**src/design/rte_pkg.sv**
```systemverilog
// Shared constants, types and saturation helpers for the rigid transform engine.
`default_nettype none

package rte_pkg;

   // Number format and matrix geometry.
   localparam int FRAC_BITS   = 16;
   localparam int VALUE_WIDTH = 32;
   localparam int COORD_W     = 32;
   localparam int FUNC_W      = 2;
   localparam int ROW_W       = 2;
   localparam int COL_W       = 2;
   localparam int ROWS        = 3;
   localparam int COLS        = 4;
   localparam int T_COL       = COLS - 1;
   localparam int ENTRIES     = ROWS * COLS;
   localparam int IDX_W       = $clog2(ENTRIES);

   // Multiplier operand B carries either a coordinate or a negated translation entry.
   localparam int MUL_B_W = (VALUE_WIDTH + 1 > COORD_W) ? VALUE_WIDTH + 1 : COORD_W;
   localparam int PROD_W  = VALUE_WIDTH + MUL_B_W;
   localparam int TERM_W  = PROD_W - FRAC_BITS;
   localparam int SUM_W   = TERM_W + 2;
   localparam int LOAD_W  = ((VALUE_WIDTH > COORD_W) ? VALUE_WIDTH : COORD_W) + 1;

   // Queue between the front and the back.
   localparam int QPTR_W      = 2;
   localparam int QUEUE_DEPTH = 2 ** QPTR_W;
   localparam int QCNT_W      = QPTR_W + 1;

   typedef logic signed [VALUE_WIDTH-1:0] value_type;
   typedef logic signed [COORD_W-1:0]     coord_type;
   typedef logic signed [TERM_W-1:0]      term_type;
   typedef logic signed [SUM_W-1:0]       sum_type;

   typedef enum logic [FUNC_W-1:0] {
      FUNC_LOAD    = 2'd0,
      FUNC_POINT   = 2'd1,
      FUNC_VECTOR  = 2'd2,
      FUNC_INVERSE = 2'd3
   } func_type;

   // One classified word as it sits in the queue.
   typedef struct packed {
      func_type             func;
      logic [IDX_W-1:0]     idx;
      value_type            value;
      coord_type            x;
      coord_type            y;
      coord_type            z;
   } item_type;

   typedef struct packed {
      value_type value;
      logic      ovf;
   } sat_type;

   localparam value_type VALUE_MAX = {1'b0, {(VALUE_WIDTH-1){1'b1}}};
   localparam value_type VALUE_MIN = {1'b1, {(VALUE_WIDTH-1){1'b0}}};

   // 1.0 in the fixed-point format, or the largest value when 1.0 does not fit.
   localparam value_type ONE_VALUE =
      (FRAC_BITS < VALUE_WIDTH - 1) ? (value_type'(1) << FRAC_BITS) : VALUE_MAX;

   // Clamp an exact sum to the stored value width.
   function automatic sat_type sat_sum(input sum_type s);
      sat_type                    r;
      logic [SUM_W-VALUE_WIDTH:0] top;
      top = s[SUM_W-1:VALUE_WIDTH-1];
      if ((&top) || !(|top)) begin
         r.value = s[VALUE_WIDTH-1:0];
         r.ovf   = 1'b0;
      end else begin
         r.value = s[SUM_W-1] ? VALUE_MIN : VALUE_MAX;
         r.ovf   = 1'b1;
      end
      return r;
   endfunction

   // Clamp a loaded coordinate-width value to the stored value width.
   function automatic value_type sat_load(input coord_type c);
      value_type                   r;
      logic signed [LOAD_W-1:0]    w;
      logic [LOAD_W-VALUE_WIDTH:0] top;
      w   = LOAD_W'(c);
      top = w[LOAD_W-1:VALUE_WIDTH-1];
      if ((&top) || !(|top)) begin
         r = w[VALUE_WIDTH-1:0];
      end else begin
         r = w[LOAD_W-1] ? VALUE_MIN : VALUE_MAX;
      end
      return r;
   endfunction

endpackage

`default_nettype wire

```
**src/design/rte_queue.sv**
```systemverilog
// Small first-in first-out queue that decouples the front from the back.
`default_nettype none

module rte_queue import rte_pkg::*; (
   input  logic     clock,
   input  logic     reset,
   input  logic     enq_valid,
   input  item_type enq_item,
   output logic     enq_ready,
   output logic     deq_valid,
   output item_type deq_item,
   input  logic     deq_ready
);

   item_type            slot_ff [QUEUE_DEPTH];
   logic [QPTR_W-1:0]   wr_ptr_ff, wr_ptr_in;
   logic [QPTR_W-1:0]   rd_ptr_ff, rd_ptr_in;
   logic [QCNT_W-1:0]   count_ff, count_in;
   logic                push, pop;

   always_comb begin
      enq_ready = count_ff != QCNT_W'(QUEUE_DEPTH);
      deq_valid = count_ff != '0;
      deq_item  = slot_ff[rd_ptr_ff];
      push      = enq_valid && enq_ready;
      pop       = deq_valid && deq_ready;
      wr_ptr_in = push ? wr_ptr_ff + QPTR_W'(1) : wr_ptr_ff;
      rd_ptr_in = pop ? rd_ptr_ff + QPTR_W'(1) : rd_ptr_ff;
      count_in  = count_ff + QCNT_W'(push) - QCNT_W'(pop);
   end

   always_ff @(posedge clock) begin
      if (reset) begin
         wr_ptr_ff <= '0;
         rd_ptr_ff <= '0;
         count_ff  <= '0;
      end else begin
         wr_ptr_ff <= wr_ptr_in;
         rd_ptr_ff <= rd_ptr_in;
         count_ff  <= count_in;
      end
   end

   always_ff @(posedge clock) begin
      if (push) begin
         slot_ff[wr_ptr_ff] <= enq_item;
      end
   end

endmodule

`default_nettype wire

```
**config.mk**
```make
export PLATFORM = sky130hd
export DESIGN_NAME = rte_queue
export DESIGN_NICKNAME = d
export VERILOG_FILES = /design/src/design/rte_pkg.sv /design/src/design/rte_queue.sv
export SDC_FILE = /design/constraint.sdc
export NUM_CORES = 1
export LEC_CHECK = 0
export BUFFER_PORTS_ARGS = -buffer_cell sky130_fd_sc_hd__buf_2
export CORE_MARGIN = 4
export CORE_UTILIZATION = 35
export DETAILED_ROUTE_END_ITERATION = 10
export GPL_ROUTABILITY_DRIVEN = 0
export GPL_TIMING_DRIVEN = 0
export PLACE_DENSITY_LB_ADDON = 0.08
export SETUP_SLACK_MARGIN = 0.1
export SKIP_LAST_GASP = 1
export SLEW_MARGIN = 10
export SYNTH_ARGS = -nofsm -noshare
export SYNTH_HDL_FRONTEND = slang
export SYNTH_SLANG_ARGS = --single-unit
```
**constraint.sdc**
```tcl
create_clock -name clock -period 4.4 [get_ports clock]
set_clock_uncertainty 0.15 [all_clocks]
set_input_delay 0.44 -clock clock [delete_from_list [all_inputs] [get_ports clock]]
set_output_delay 0.44 -clock clock [all_outputs]
set_load 0.02 [all_outputs]
```
==> flow_results.org, run 1 <==
** Worst hold path
- Class of the tightest hold or removal check :: input port to register

** Flow run
- Max-cap check violation count :: 0

** STA
- RSZ-0062 raised after global routing :: false
- Worst slew margin relative to its limit :: 49.63%
- Timing would allow up to between 300 and 400 MHz.
- Final hold vios :: 0
- The final critical path takes up 70.93% of the cycle.
- For the pin with the worst max-slew slack, the measured transition is 0.7556 ns.
- Final number of setup-violating endpoints :: 0
- The count of final max-slew check failures is 0.
- Setup tns final :: 0 ns
- Subtracting the final worst setup slack from the clock period gives 3.121 ns.

** Detailed routing
- Ratio of routed vias to standard cells :: roughly 4.7
- After detailed routing, the number of remaining DRC violations is 0.
- Remaining antenna violation count :: 0
- The detailed router placed ~9500 vias in this run.
- The first detailed-routing pass took 4 iterations.
- Routed wire length per instance :: 21.34 um
- Starting DRC count in detailed routing :: 321
- Detailed-route wire length :: 43.17 mm

** Floorplan
- Initial Utilization :: 35.61%
- Die area :: 60350 um^2
- Placeable core area :: between 50000 and 60000 um^2
- Overall die width :: ~250 um
- The floorplan step set the die height to 245.7 um.
- Row generation in the floorplan step produced between 80 and 90 rows.
- 274 I/O pins were placed.

** Synthesis
- Summing the sequential cell areas from Yosys gives between 80% and 90% of the chip area.
- After technology mapping, the gate count stands at 749.
- Syn Std Cell Area :: 19770 um^2
- In this run the mean area of a mapped cell was 26.40 um^2.
- Synthesis produced a netlist with a net count of 894.
- Flip-flop and latch count after synthesis :: approximately 550
- Count of different cell masters after synthesis :: 23
- For this run, the number of Yosys warnings is 0.

** Power and ir drop
- Power density over the cells :: between 500 and 600 nW/um^2
- For this design the static power due to leakage is 0.008579 uW.
- The worst-case IR drop observed on VDD is 0.3313 mV.

** Layout
- Measured on the finished design, the core utilization comes to between 40% and 50%.
- The area growth from synthesis to layout is 28.71%.
- Share of final-layout standard cells stronger than drive strength 1 :: 41.37%
- The net count of the finished layout is 1372.
- In the layout the commonest cells are sky130_fd_sc_hd__edfxtp_1 (536), sky130_fd_sc_hd__buf_2 (287), sky130_fd_sc_hd__mux4_2 (134), sky130_fd_sc_hd__dlygate4sd3_1 (134), sky130_fd_sc_hd__clkbuf_16 (59).
- Summing all non-filler instances in the final layout gives an area of 25450 um^2.
- Leading cell type in the layout, fill and taps excluded :: sky130_fd_sc_hd__edfxtp_1

** Placed design
- Once placement finished, the instance area stood at between 20000 and 25000 um^2.
- Detailed placement ended at an HPWL of ~26 mm.
- Quantity of I/O buffers inserted on ports :: around 270

** Clock network
- CTS built an H-tree with a depth of 2.
- CTS tree :: done
- Worst skew pair latency :: 0.59 ns
- Clock tree synthesis found a total of 545 sinks.
- Clk Tree Root Cell :: sky130_fd_sc_hd__clkbuf_16
- Buffers from clock root to sink, at most :: 3
- After clock tree synthesis, the clock-pin slew on the worst setup and hold paths is 0.06 ns.
- Number of instances resized during post-cts repair :: 0
- Buffers inserted during clock tree synthesis total 58.

** Global route
- The first global-routing pass estimated between 60 and 70 mm of wire.
- Pin count of the biggest net entering global routing :: 48
- Antenna violations before repair :: 5
- Global routing used 14.28% of the available tracks.
- Aggregate global routing overflow :: 0
- Number of global-route vias before repair :: 10540

** Setup path
- In this run the worst path has a maximum fanout of 10.
- At the worst endpoint, the arrival time is 2.53 ns.
- Capturing element type of the critical path :: output pin
- CP Data Required Time :: between 3 and 4 ns
- STA classifies the critical path startpoint as a register.
- Critical path start-end classification :: register to output pin

** Run status
- Run status :: complete, no violations
[layer usage]
metal | track usage [%] | up-vias | wire [um]
li1 | - | 4198 | -
met1 | 18.02 | 4941 | 17670
met2 | 24.12 | 240 | 21650
met3 | 4.394 | 65 | 2959
met4 | 3.854 | 8 | 835
met5 | 0 | - | 46
[per-stage QoR]
step	hold slack (ns)	instances	total power (uW)	setup slack [ns]
floorplan	0.3320	749	9105	1.244
global placement	0.3489	1769	10520	-0.6780
detailed placement	0.3652	1781	10550	1.562
CTS	0.02484	2022	15150	1.143
global route	0.08227	2023	15600	1.078
finish	0.06957	2023	14830	1.279
[cells by family (layout without fill, tap and decap cells)]
group	after synthesis	after routing	share of synthesized area, %
compound gates	3	3	0.1266
flops	545	545	82.32
mux	136	136	15.37
fa+ha+maj	7	7	0.4810
buf+inv	36	561	1.082
simple gates	19	19	0.4810
other cells	0	1	0
xor+xnor	3	3	0.1329
[what timing repair did]
item	in CTS	in global routing
hold buffers	134	0
setup buffers	0	0
hold endpoints to repair	536	0
endpoints found under the setup margin	0	0
[where the power goes]
part	internal [uW]	switching, uW	leakage [uW]	total (uW)
Combinational	1630	2290	0.00275	3920
Clock	2510	1920	0.000851	4430
Sequential	6350	127	0.00498	6480
Total	10500	4340	0.00858	14800
[synthesized netlist by cell type]
| cell type | n | area share (%) |
|---|---|---|
| sky130_fd_sc_hd__buf_2 | 15 | 0.38 |
| sky130_fd_sc_hd__o31a_1 | 1 | 0.044 |
| sky130_fd_sc_hd__xnor2_1 | 1 | 0.044 |
| sky130_fd_sc_hd__nand2b_1 | 2 | 0.063 |
| sky130_fd_sc_hd__a21boi_1 | 1 | 0.038 |
| sky130_fd_sc_hd__nor3_1 | 1 | 0.025 |
| sky130_fd_sc_hd__xor2_1 | 2 | 0.089 |
| sky130_fd_sc_hd__inv_1 | 5 | 0.095 |
| sky130_fd_sc_hd__mux2i_1 | 1 | 0.051 |
| sky130_fd_sc_hd__nor2b_1 | 1 | 0.032 |
| sky130_fd_sc_hd__nor2_1 | 8 | 0.15 |
| sky130_fd_sc_hd__mux2_2 | 1 | 0.057 |
| sky130_fd_sc_hd__and2_1 | 5 | 0.16 |
| sky130_fd_sc_hd__buf_6 | 8 | 0.46 |
| sky130_fd_sc_hd__nand2_1 | 1 | 0.019 |
| sky130_fd_sc_hd__edfxtp_1 | 536 | 81 |
| sky130_fd_sc_hd__fa_1 | 1 | 0.10 |
| sky130_fd_sc_hd__dfxtp_1 | 9 | 0.91 |
| sky130_fd_sc_hd__or3_1 | 1 | 0.032 |
| sky130_fd_sc_hd__mux4_2 | 134 | 15 |
| sky130_fd_sc_hd__clkbuf_1 | 8 | 0.15 |
| sky130_fd_sc_hd__ha_1 | 6 | 0.38 |
| sky130_fd_sc_hd__o311ai_0 | 1 | 0.044 |
[sequential cells by signal, indices dropped and copies added, names as in the netlist, named ones only]
register / count
count_ff: 3
slot_ff: 536
wr_ptr_ff: 2
rd_ptr_ff: 2
[final cells by class]
class | instances | area [um^2]
well taps | 748 | 935.9
clock inverters | 32 | 181.4
multi-input cells | 168 | 3291
diodes | 1 | 2.502
clock buffers | 75 | 1536
inverters | 5 | 18.77
fillers | 4789 | 30080
flip-flops and latches | 545 | 16280
repair buffers | 418 | 3010
plain buffers | 31 | 195.2
[final timing paths]
check | start | endpoint | slack (ns) | cells after the start
min reg2reg | wr_ptr_ff[1] | wr_ptr_ff[1] | 0.37 | 2
max | register | deq_item[95] | 1.28 | 5
min | reset | count_ff[1] | 0.07 | 2
max reg2reg | count_ff[1] | count_ff[2] | 1.60 | 11
[worst max-delay path, stage by stage (launching register included)]
cell	delay (ns)
sky130_fd_sc_hd__dfxtp_1	0.30
sky130_fd_sc_hd__buf_2	0.27
sky130_fd_sc_hd__buf_2	0.44
sky130_fd_sc_hd__buf_2	0.38
sky130_fd_sc_hd__mux4_2	0.36
sky130_fd_sc_hd__buf_2	0.18
Power figures use the tool's default switching activity.
==> run 2, diff against run 1 <==
==> constraint.sdc (replaced) <==
create_clock -name clock -period 3 [get_ports clock]
set_clock_uncertainty 0.15 [all_clocks]
set_input_delay 0.3 -clock clock [delete_from_list [all_inputs] [get_ports clock]]
set_output_delay 0.3 -clock clock [all_outputs]
set_load 0.02 [all_outputs]
==> run 2 against run 1 <==
Effect of this change:
- register-to-register slack worse by 1.2 ns
- wire length about the same
- global-route usage stayed put
- count of clock-buffer cells in the layout unchanged
- combinational power up 47%
- worst hold slack improved by 0.23 ns
- utilization increased by 0.092 points
- critical path type unchanged
- largest cell class unchanged
- largest power group unchanged
==> flow_results.org, run 2 (synthesized netlist as in run 1, its figures left out) <==
** Global route
- The overall global routing resource usage is 14.28% (unchanged).
- The initial antenna violation count is 3 (-2).
- Global-route wire length before repair :: 65.39 mm (about the same)
- The number of global-route vias before repair came to 10550 (+0.10%).
- Met2 Usage GRT :: 24.13% (about the same)
- The global-route track usage on met1 came to 18.06% (+0.037 points).
- Aggregate global routing overflow :: 0 (unchanged)
- GR met3 Demand/Resource :: 4.318% (-0.076 points)
- Pin count of the biggest net entering global routing :: 48 (unchanged)
- met2 is the most crowded layer.

** Detailed routing
- The detailed-route via count was 9468 (+0.17%).
- Routed wire length per instance :: 21.29 um (-0.22%)
- Final routed DRC violation total :: 0 (unchanged)
- Remaining antenna violation count :: 0 (unchanged)
- Ratio of routed vias to standard cells :: 4.673 (about the same)
- DRT Pass-1 Iters :: 4 (unchanged)
- Detailed-route wire length :: 43.13 mm (about the same)
- The detailed router's first-iteration violation count was 346 (+7.8%).

** Floorplan
- Overall die height :: 245.7 um (unchanged)
- The placeable core region came to 55520 um^2 (unchanged).
- Die area :: 60350 um^2 (unchanged)
- Count of boundary I/O pins :: 274 (unchanged)
- The starting utilization of the core area was 35.61% (unchanged).
- Overall die width :: 245.7 um (unchanged)
- Number of rows in the core area :: 86 (unchanged)

** Layout
- Share of final-layout standard cells stronger than drive strength 1 :: 41.58% (+0.22 points)
- The count of placed standard cells in the final layout, fillers left out is 2026 (+0.15%).
- Register containing the most flip-flops in the final layout :: slot_ff
- The flip-flop and latch area came to 16280 um^2 (unchanged).
- The top cell types in the final layout, fill and taps aside, are sky130_fd_sc_hd__edfxtp_1 (536), sky130_fd_sc_hd__buf_2 (283), sky130_fd_sc_hd__dlygate4sd3_1 (137), sky130_fd_sc_hd__mux4_2 (134), sky130_fd_sc_hd__clkbuf_16 (59).
- Leading cell type in the layout, fill and taps excluded :: sky130_fd_sc_hd__edfxtp_1
- In the final layout, the registers with the most flip-flops are slot_ff x536, count_ff x3.
- Compared with the post-synthesis result, the final layout area differs by 28.97%.
- The number of nets at the end of the flow is 1375 (+0.22%).
- The total area of multi-input combinational cells is 3294 um^2 (+0.11%).
- The count of filler cells inserted in the layout is 4780 (-0.19%).
- The flip-flop count of the largest register, all copies and words added was 536 (unchanged).

** Clock network
- Buffers from clock root to sink, at most :: 3 (unchanged)
- H-Tree Level Count :: 2 (unchanged)
- The clock transition at the registers of the reported paths was 0.06 ns (about the same).
- Worst skew pair latency :: 0.59 ns (about the same)
- Count of clock tree sinks :: 545 (unchanged)
- The number of clock buffers inserted by TritonCTS is 58 (unchanged).
- TritonCTS built the clock tree.
- Clk Tree Root Cell :: sky130_fd_sc_hd__clkbuf_16

** Setup path
- The worst-path maximum fanout is 10 (unchanged).
- CP Data Required Time :: 2.55 ns (-1.26 ns)
- Data arrival at the endpoint of the critical path :: 2.36 ns (-0.17 ns)
- Critical path start-end classification :: register to output pin
- Capturing element type of the critical path :: output pin
- The worst setup path is launched from a register.

** Placed design
- The half-perimeter wire length after placement is 25.73 mm (unchanged).
- DP Cell Count :: 1781 (unchanged)
- The number of port buffers was 272 (unchanged).

** Power and ir drop
- The static leakage power was 0.008602 uW (+0.27%).
- Power density over the cells :: 853.5 nW/um^2 (+46%)
- The largest voltage drop on the vdd net was 0.4859 mV (+47%).

** STA
- Based on the critical path, the design can be clocked at up to 356.3 MHz.
- Final number of setup-violating endpoints :: 0 (unchanged)
- The sum of negative setup slack was 0 ns (unchanged).
- Final hold vios :: 0 (unchanged)
- The transition time of the tightest slew-check pin was 0.7064 ns (-0.04921 ns).
- RSZ-0062 raised after global routing :: true
- Dividing the final minimum period by the clock period gives between 90% and 100%.
- Worst slew margin relative to its limit :: 52.91% (+3.3 points)
- Max Slew Vio Count :: 0 (unchanged)
- Post-layout min period :: ~2.8 ns

** Worst hold path
- Class of the tightest hold or removal check :: input port to register

** Run status
- Run status :: complete, no violations

** Flow run
- The count of max-cap constraint violations came to 0 (unchanged).
-- run 2: cell count changes in the layout (fill, tap and decap cells not counted), sizes merged --
cell	delta
dlygate4sd3	+3
-- run 2: layer usage --
layer / part of all wire [%] / up-vias
met5: 0.049 / -
met4: 1.9 / 4
met3: 6.9 / 59
met2: 50 / 241
met1: 41 / 4958
li1: - / 4206
-- run 2: path summary, 6_finish.rpt --
| path | startpoint | end | slack [ns] | cells after the start |
|---|---|---|---|---|
| hold / removal | enq_item[3] | slot_ff[2][3] | 0.30 | 2 |
| setup / recovery | register | deq_item[53] | 0.19 | 4 |
| hold reg to reg | wr_ptr_ff[1] | wr_ptr_ff[1] | 0.37 | 2 |
| setup reg to reg | count_ff[1] | count_ff[2] | 0.38 | 11 |
-- run 2: power breakdown --
part	leakage [uW]	switching [uW]	total [uW]	internal, uW
registers	0.00498	187	9500	9320
logic	0.00277	3360	5760	2400
clock network	0.000851	2820	6500	3680
-- run 2: per-stage QoR --
| stage | setup slack [ns] | utilization, % | instance area [um^2] | total power, uW | hold slack [ns] |
|---|---|---|---|---|---|
| floorplan | -0.1564 | - | 19780 | 13350 | 0.2489 |
| global placement | -2.078 | 39.75 | 22070 | 15430 | 0.3489 |
| detailed placement | 0.1617 | 40.32 | 22390 | 15470 | 0.3652 |
| CTS | 0.05039 | 45.89 | 25480 | 22230 | 0.2438 |
| global route | 0.02624 | 45.92 | 25500 | 22890 | 0.2759 |
| finish | 0.1933 | 45.92 | 25500 | 21760 | 0.3033 |
-- run 2: area by class of cell --
type                       count  share of cell area (%)
clock buffer                  75                   6.026
clock inverter                32                  0.7115
timing repair buffer         421                   11.92
tap                          748                   3.670
inverter                       5                 0.07361
antenna                        1                0.009814
sequential                   545                   63.83
multi-input combinational    168                   12.92
buffer                        31                  0.8342
-- run 2: critical path, stage by stage (launching register included) --
cell and delay [ns]:
sky130_fd_sc_hd__dfxtp_1 0.30, sky130_fd_sc_hd__buf_2 0.28, sky130_fd_sc_hd__clkbuf_1 0.58, sky130_fd_sc_hd__mux4_2 0.42, sky130_fd_sc_hd__buf_2 0.18
-- run 2: repair_timing --
action                                  CTS  global route
gates resized for setup                   3            10
hold endpoints to repair                544             0
hold buffers                            137             0
endpoints found under the setup margin   82           282
setup buffers                             0             0
gates cloned                              0             0
